**src/design/sfcd_pkg.sv**
```systemverilog
// Shared constants, codes and the CRC-8 step function of the short-frame deframer.
package sfcd_pkg;

  localparam int STORE_DEPTH = 64;
  localparam int STORE_AW    = $clog2(STORE_DEPTH);

  localparam logic [7:0] HDR_MIN  = 8'h80;
  localparam logic [7:0] LEN_MASK = 8'h3F;
  localparam logic [7:0] CRC_POLY = 8'h4D;

  localparam logic [15:0] TIMEOUT_RESET = 16'd1000;

  localparam logic IN_BYTE = 1'b0;
  localparam logic IN_TICK = 1'b1;

  localparam logic [1:0] OUT_DATA    = 2'd0;
  localparam logic [1:0] OUT_PAYLOAD = 2'd1;
  localparam logic [1:0] OUT_CRC_ERR = 2'd2;
  localparam logic [1:0] OUT_TIMEOUT = 2'd3;

  localparam logic REG_CRC_EN  = 1'b0;
  localparam logic REG_TIMEOUT = 1'b1;

  localparam logic MODE_IDLE  = 1'b0;
  localparam logic MODE_FRAME = 1'b1;

  // MSB-first CRC-8 of one byte, zero initial value
  function automatic logic [7:0] crc_byte(input logic [7:0] v);
    logic [7:0] c;
    c = v;
    for (int k = 0; k < 8; k++) begin
      if (c[7]) begin
        c = {c[6:0], 1'b0} ^ CRC_POLY;
      end else begin
        c = {c[6:0], 1'b0};
      end
    end
    return c;
  endfunction

endpackage

```
**src/design/sfcd_ram.sv**
```systemverilog
// Generic simple dual-port RAM with one write port and a registered read port.
module sfcd_ram #(
  parameter int WIDTH = 8,
  parameter int DEPTH = 64
) (
  input  logic                     clk,
  input  logic                     we,
  input  logic [$clog2(DEPTH)-1:0] waddr,
  input  logic [WIDTH-1:0]         wdata,
  input  logic                     re,
  input  logic [$clog2(DEPTH)-1:0] raddr,
  output logic [WIDTH-1:0]         rdata
);

  logic [WIDTH-1:0] mem [DEPTH];

  always_ff @(posedge clk) begin
    if (we) begin
      mem[waddr] <= wdata;
    end
    if (re) begin
      rdata <= mem[raddr];
    end
  end

endmodule

```
**src/design/short_frame_crc8_deframer.sv**
```systemverilog
// Short-frame deframer: header/length framing, optional CRC-8 check, idle timeout.
//
// Input stream s_*: one request is a received byte (s_tuser = 0, byte in s_tdata)
// or a time tick (s_tuser = 1). Output stream m_*: non-framed bytes, released
// frame payload bytes (m_tlast on the final one), CRC error and timeout drop
// reports, with the kind in m_tuser.
// Config port: cfg_we writes cfg_data into register cfg_index
// (0 = CRC check enable, 1 = idle timeout); write only while the block is idle.
//
// A tick or a byte is taken when the output register is free; its result (if
// any) appears on m_* in the next cycle. After a timeout drop report the byte's
// own result waits in a pending register until the output register is free.
// A released frame of N bytes is read back from the payload RAM byte by byte
// (read, then load of the output register, which waits while it is busy);
// no input is taken while a result is pending or a release runs.
// Reset (rst, synchronous) closes any open frame, clears the tick counter and
// CRC, sets CRC check off and timeout to 1000; the payload RAM is not cleared.
// While m_tvalid is high and m_tready is low the output register holds and
// s_tready drops until it can accept the next result.
module short_frame_crc8_deframer #(
  parameter int TIMER_WIDTH = 16
) (
  input  logic        clk,
  input  logic        rst,
  input  logic        s_tvalid,
  output logic        s_tready,
  input  logic [7:0]  s_tdata,   // [7:0] data_byte
  input  logic [0:0]  s_tuser,   // [0] kind
  output logic        m_tvalid,
  input  logic        m_tready,
  output logic [7:0]  m_tdata,   // [7:0] out_byte
  output logic [1:0]  m_tuser,   // [1:0] out_kind
  output logic        m_tlast,
  input  logic        cfg_we,
  input  logic        cfg_index,
  input  logic [15:0] cfg_data
);
  import sfcd_pkg::*;

  localparam int CMP_W = (TIMER_WIDTH > 16) ? TIMER_WIDTH : 16;

  localparam logic [1:0] ST_RUN       = 2'd0;
  localparam logic [1:0] ST_PEND      = 2'd1;
  localparam logic [1:0] ST_DRAIN_RD  = 2'd2;
  localparam logic [1:0] ST_DRAIN_OUT = 2'd3;

  logic [1:0]             state, state_next;
  logic                   crc_en;
  logic [15:0]            idle_timeout;
  logic                   mode, mode_next;
  logic [6:0]             bytes_held, bytes_held_next;
  logic [6:0]             expected_len, expected_len_next;
  logic [7:0]             running_crc, running_crc_next;
  logic [TIMER_WIDTH-1:0] idle_ticks, idle_ticks_next;
  logic [STORE_AW-1:0]    drain_idx, drain_idx_next;
  logic [6:0]             drain_cnt, drain_cnt_next;
  logic [1:0]             pend_kind, pend_kind_next;
  logic [7:0]             pend_byte, pend_byte_next;

  logic       out_free, load;
  logic [1:0] ld_kind;
  logic [7:0] ld_byte;
  logic       ld_last;
  logic       res_valid, timeout_hit, do_release, drain_last;
  logic [1:0] res_kind;
  logic [7:0] res_byte;
  logic       ram_we, ram_re;
  logic [7:0] ram_rdata;

  assign out_free   = !m_tvalid || m_tready;
  assign s_tready   = (state == ST_RUN) && out_free;
  assign drain_last = (({1'b0, drain_idx}) + 7'd1) == drain_cnt;

  sfcd_ram #(
    .WIDTH(8),
    .DEPTH(STORE_DEPTH)
  ) u_store (
    .clk  (clk),
    .we   (ram_we),
    .waddr(bytes_held[STORE_AW-1:0]),
    .wdata(s_tdata),
    .re   (ram_re),
    .raddr(drain_idx),
    .rdata(ram_rdata)
  );

  always_comb begin
    state_next        = state;
    mode_next         = mode;
    bytes_held_next   = bytes_held;
    expected_len_next = expected_len;
    running_crc_next  = running_crc;
    idle_ticks_next   = idle_ticks;
    drain_idx_next    = drain_idx;
    drain_cnt_next    = drain_cnt;
    pend_kind_next    = pend_kind;
    pend_byte_next    = pend_byte;
    load        = 1'b0;
    ld_kind     = OUT_DATA;
    ld_byte     = 8'd0;
    ld_last     = 1'b0;
    res_valid   = 1'b0;
    res_kind    = OUT_DATA;
    res_byte    = 8'd0;
    timeout_hit = 1'b0;
    do_release  = 1'b0;
    ram_we      = 1'b0;
    ram_re      = 1'b0;

    case (state)
      ST_RUN: begin
        if (s_tvalid && s_tready) begin
          if (s_tuser[0] == IN_TICK) begin
            if (idle_ticks != '1) begin
              idle_ticks_next = idle_ticks + 1'b1;
            end
          end else begin
            idle_ticks_next = '0;
            if (CMP_W'(idle_ticks) > CMP_W'(idle_timeout)) begin
              timeout_hit       = (expected_len != 7'd0);
              mode_next         = MODE_IDLE;
              bytes_held_next   = 7'd0;
              expected_len_next = 7'd0;
            end
            if (mode_next == MODE_IDLE) begin
              if (s_tdata > HDR_MIN) begin
                mode_next         = MODE_FRAME;
                bytes_held_next   = 7'd0;
                expected_len_next = 7'(s_tdata & LEN_MASK) + 7'd1;
                if (crc_en) begin
                  running_crc_next = crc_byte(s_tdata);
                end
              end else begin
                res_valid = 1'b1;
                res_kind  = OUT_DATA;
                res_byte  = s_tdata;
              end
            end else if (bytes_held >= expected_len) begin
              if (crc_en && (s_tdata != running_crc)) begin
                res_valid         = 1'b1;
                res_kind          = OUT_CRC_ERR;
                mode_next         = MODE_IDLE;
                bytes_held_next   = 7'd0;
                expected_len_next = 7'd0;
              end else begin
                do_release = 1'b1;
              end
            end else begin
              ram_we          = 1'b1;
              bytes_held_next = bytes_held + 7'd1;
              if (crc_en) begin
                running_crc_next = crc_byte(running_crc ^ s_tdata);
              end else if (bytes_held_next == expected_len) begin
                do_release = 1'b1;
              end
            end
          end

          if (do_release) begin
            drain_cnt_next    = bytes_held_next;
            drain_idx_next    = '0;
            mode_next         = MODE_IDLE;
            bytes_held_next   = 7'd0;
            expected_len_next = 7'd0;
            state_next        = ST_DRAIN_RD;
          end

          if (timeout_hit) begin
            load    = 1'b1;
            ld_kind = OUT_TIMEOUT;
            if (res_valid) begin
              pend_kind_next = res_kind;
              pend_byte_next = res_byte;
              state_next     = ST_PEND;
            end
          end else if (res_valid) begin
            load    = 1'b1;
            ld_kind = res_kind;
            ld_byte = res_byte;
          end
        end
      end

      ST_PEND: begin
        if (out_free) begin
          load       = 1'b1;
          ld_kind    = pend_kind;
          ld_byte    = pend_byte;
          state_next = ST_RUN;
        end
      end

      ST_DRAIN_RD: begin
        ram_re     = 1'b1;
        state_next = ST_DRAIN_OUT;
      end

      ST_DRAIN_OUT: begin
        if (out_free) begin
          load    = 1'b1;
          ld_kind = OUT_PAYLOAD;
          ld_byte = ram_rdata;
          ld_last = drain_last;
          if (drain_last) begin
            state_next = ST_RUN;
          end else begin
            drain_idx_next = drain_idx + 1'b1;
            state_next     = ST_DRAIN_RD;
          end
        end
      end

      default: begin
        state_next = ST_RUN;
      end
    endcase
  end

  always_ff @(posedge clk) begin
    if (rst) begin
      state        <= ST_RUN;
      crc_en       <= 1'b0;
      idle_timeout <= TIMEOUT_RESET;
      mode         <= MODE_IDLE;
      bytes_held   <= 7'd0;
      expected_len <= 7'd0;
      running_crc  <= 8'd0;
      idle_ticks   <= '0;
      drain_idx    <= '0;
      drain_cnt    <= 7'd0;
      m_tvalid     <= 1'b0;
    end else begin
      state        <= state_next;
      mode         <= mode_next;
      bytes_held   <= bytes_held_next;
      expected_len <= expected_len_next;
      running_crc  <= running_crc_next;
      idle_ticks   <= idle_ticks_next;
      drain_idx    <= drain_idx_next;
      drain_cnt    <= drain_cnt_next;
      if (cfg_we) begin
        if (cfg_index == REG_CRC_EN) begin
          crc_en <= cfg_data[0];
        end else if (cfg_index == REG_TIMEOUT) begin
          idle_timeout <= cfg_data;
        end
      end
      if (load) begin
        m_tvalid <= 1'b1;
      end else if (m_tready) begin
        m_tvalid <= 1'b0;
      end
    end
  end

  always_ff @(posedge clk) begin
    pend_kind <= pend_kind_next;
    pend_byte <= pend_byte_next;
    if (load) begin
      m_tuser <= ld_kind;
      m_tdata <= ld_byte;
      m_tlast <= ld_last;
    end
  end

endmodule
```
**config.mk**
```make
export PLATFORM = sky130hd
export DESIGN_NAME = short_frame_crc8_deframer
export DESIGN_NICKNAME = d
export VERILOG_FILES = /design/src/design/sfcd_pkg.sv /design/src/design/sfcd_ram.sv /design/src/design/short_frame_crc8_deframer.sv
export SDC_FILE = /design/constraint.sdc
export NUM_CORES = 1
export LEC_CHECK = 0
export BUFFER_PORTS_ARGS = -buffer_cell sky130_fd_sc_hd__buf_4
export CAP_MARGIN = 30
export CORE_AREA = 2 2 240 242
export CTS_CLUSTER_SIZE = 16
export DETAILED_ROUTE_END_ITERATION = 10
export DIE_AREA = 0 0 242 244
export GPL_ROUTABILITY_DRIVEN = 0
export PLACE_DENSITY_LB_ADDON = 0.05
export SLEW_MARGIN = 20
export SYNTH_ARGS = -nofsm -noshare
export SYNTH_HDL_FRONTEND = slang
export SYNTH_SLANG_ARGS = --single-unit
```
**constraint.sdc**
```tcl
create_clock -name clk -period 3.1 [get_ports clk]
set_clock_uncertainty 0.2 [all_clocks]
set_input_delay 0.93 -clock clk [delete_from_list [all_inputs] [get_ports clk]]
set_output_delay 0.93 -clock clk [all_outputs]
set_load 0.01 [all_outputs]
```
==> impl_metrics.ini <==
[power]
power_switching_mw = 3.77
power_frac_clock_pct = 44.2
vdd_drop_max_mv = 0.466
p_comb_share_pct = 4.8
powerDensity_nw_per_um2 = 563
p_int_mw = 13.9
p_sw_share_pct = 21.3
seqPwrFrac_pct = 50.9
p_leak_nw = 10.2

[layout]
fin_nets = 1807
layout-drive-gt1-share_pct = 36.5
fillers = 4491
area_growth_pct = 21.9
antennaDiodeCount = 0

[synthesis]
yosys_warnings = 0
synth.distinct_cells = 73
synth_seq_cells = 612
synth_seq_area_share_pct = 68.5
postSynthCellCount = 1477
async_flop_share_pct = 0
synth-edff-count = 540
syn-num-nets = 1536
netlist_area_sq_um = 25800
syn_area_per_cell_sq_um = 17.4
synth-main-ff-cell = edfxtp_1

[cts]
worstSkewPairLatency_ps = 610
cts_made_buffers = 67
clockRootBuffer = clkbuf_16
clock_path_buffers = 3
ctsHoldBuffers = 0
cts.htree.levels = 3
cts.reportedPaths.clkPinSlew_ps = 60
cts_sinks = 612
cts_tree = yes

[grt]
grt_pass1_vias = 14737
grt_antenna_before_repair = 5
grt-ovfl-total = 0
globalRouteTotalUtil_pct = 23.4
grt_pass1_wl_um = 101000
grt_max_degree = 68

[critical_path]
rrSetupSlack_ps = 90
crit_type = register to register
reg2reg_depth = 10
rr_endpoint = drain_idx[0]$_SDFFE_PP0P_
critPathArrivalTime_ps = 3280
cpPeakStageDelay_ps = 390
cp.required_ps = 3380
r2r-start = expected_len[4]$_SDFFE_PP0P_
slowest_stage = a2111oi_4
critPathLaunchType = register
critPathLaunch = expected_len[4]$_SDFFE_PP0P_
worstPathCellList = inv_1, ha_1, a21o_1, a221o_1, a41o_4, buf_4, a2111oi_4, o211a_4, o21ai_2, mux2_2
crit_end = drain_idx[0]$_SDFFE_PP0P_
cp_max_fo = 6
cp-end-kind = register

[floorplan]
start_util_pct = 45.9
die_h_um = 244
fp.coreArea_sq_um = 56200
dieArea_sq_um = 59000
num_io_pins = 44
rows = 87
fp.dieW_um = 242

[routing]
drt-wirelength-per-cell_um = 26.7
drc = 0
drt_wl_total_um = 68100
drt-initial-drc-count = 1145
vias = 14517
drtAntennaViolNets = 0
via_per_inst = 5.69
first_pass_iters = 5

[timing]
rsz0062_at_grt = yes
fin_crit_sh_pct = 97.0
fmax_mhz = 333
hold_ws_ps = 262
final_hold_viol_count = 0
worstMarginPinSlew_ps = 1110
final.min_clock_period_ps = 3010
setup_ws_ps = 94.1
drv_slew = 0
setup_viol = 0
max-slew-margin-rel_pct = 26.2

[outcome]
status = completed

[flow_run]
cap_viol_max_count = 0

[place]
place.port_buffers = 43
hpwl_um = 45200
place_ws_ps = -292

[hold_path]
hold_path.class = register to register
[placed cells by master, fill, tap and decap left out, types with 9 or more instances in the layout]
master	synthesis	final
or3_1	10	10
buf_4	4	220
nand4_1	18	18
nor2_4	0	15
o21ai_1	9	9
inv_1	35	27
mux2i_1	22	22
a21oi_1	42	40
buf_6	10	40
xor2_1	21	21
nor2_2	0	32
clkinv_1	0	9
buf_12	0	18
xnor2_1	62	62
dfxtp_1	72	56
clkbuf_16	0	69
dfxtp_2	0	14
edfxtp_1	540	540
nor2_1	101	54
and3_1	14	13
mux4_2	168	168
o211ai_1	9	9
inv_2	1	9
clkbuf_1	38	17
and2_1	10	10
o21ai_0	14	14
ha_1	28	20
nand2_1	78	73
nand3_1	23	22
nor2b_1	9	9
[how the worst min path moves through the flow]
stage / from / end / slack, ps / cells after the start
after floorplan: idle_timeout[10]$_SDFFE_PP0P_ / idle_timeout[10]$_SDFFE_PP0P_ / 240 / 2
after global placement: idle_timeout[4]$_SDFFE_PP0P_ / idle_timeout[4]$_SDFFE_PP0P_ / 250 / 2
after detailed placement: idle_timeout[15]$_SDFFE_PP0P_ / idle_timeout[15]$_SDFFE_PP0P_ / 250 / 2
after CTS: idle_timeout[15]$_SDFFE_PP0P_ / idle_timeout[15]$_SDFFE_PP0P_ / 260 / 2
after global routing: idle_timeout[12]$_SDFFE_PP0P_ / idle_timeout[12]$_SDFFE_PP0P_ / 280 / 2
final: idle_timeout[11]$_SDFFE_PP0P_ / idle_timeout[11]$_SDFFE_PP0P_ / 260 / 2
[worst max-delay path: cells and delay by family, from the launching register on]
kind                     cells  cell delay, ps
adder cells (fa/ha/maj)      1             280
AO/OA/AOI/OAI                6            1580
flip-flops                   1             320
buffers and inverters        2             210
multiplexers                 1             270
[power groups by stage]
stage / Sequential (mW) / Combinational [mW] / Clock [mW]
6_report: 9.01 / 0.857 / 7.82
2_1_floorplan: 9.19 / 0.371 / 0
5_1_grt: 9.01 / 0.929 / 8.31
4_1_cts: 9.01 / 0.832 / 8.00
3_3_place_gp: 9.19 / 0.807 / 0
3_5_place_dp: 9.19 / 0.814 / 0
[state kept, by name, summed over array words and instances, names as in the netlist, 2 cells and up]
register       count
bytes_held         7
pend_byte          8
running_crc        8
drain_cnt          7
state              2
idle_ticks        16
idle_timeout      16
m_tuser            2
expected_len       7
u_store.rdata      8
m_tdata            8
drain_idx          6
u_store.mem      512
[area by class of cell]
class	count	area [sq um]	area share, %
inverters	36	135	0.430
well taps	756	946	3.01
clock inverters	31	332	1.06
flip-flops and latches	612	17700	56.3
clock buffers	86	1790	5.70
multi-input cells	751	8030	25.6
repair buffers	280	2490	7.94
[Yosys cell counts, types with 14 or more instances]
master	number	area share [%]
xor2_1	21	0.71
a21oi_1	42	0.82
edfxtp_1	540	63
nor2_1	101	1.5
mux2i_1	22	0.85
buf_2	18	0.35
dfxtp_1	72	5.6
and3_1	14	0.34
nand3_1	23	0.45
clkbuf_1	38	0.55
inv_1	35	0.51
ha_1	28	1.4
nand2_1	78	1.1
xnor2_1	62	2.1
nand4_1	18	0.44
o21ai_0	14	0.27
mux4_2	168	15
[cells by family (layout without fill, tap and decap cells)]
group,count (synthesis),count (layout),share of synthesized area [%]
flops,612,612,68.5
xor+xnor,83,83,2.82
mux,192,192,15.6
fa+ha+maj,28,28,1.36
simple gates,305,306,5.73
compound gates,142,142,3.84
buf+inv,115,433,2.11
[stage by stage]
step                instance area (sq um)  utilization, %  std cells  TNS (ps)  total power [mW]
floorplan                           25800               -       1477    -47580              9.56
global placement                    28600            50.9       2426    -34830              9.99
detailed placement                  28600            50.9       2426    -48440              10.0
CTS                                 30900            55.0       2545      -262              17.8
global route                        31400            55.9       2552      -294              18.3
finish                              31400            55.9       2552         0              17.7
[what timing repair did]
action                     4_1_cts  5_1_grt
pin swaps                        3       21
gates resized for setup         41      117
hold endpoints to repair         0        0
setup endpoints to repair      542      554
setup buffers                    1        5
gates cloned                     1        1
[routing by layer]
layer	GRT usage (%)	vias to the layer above	routed length, um
met5	0	-	50
met4	8.95	8	2500
met2	35.7	430	31100
met3	5.07	126	4090
li1	-	6438	-
met1	33.2	7515	30400
Note: power is estimated with default switching activity, not from simulation.
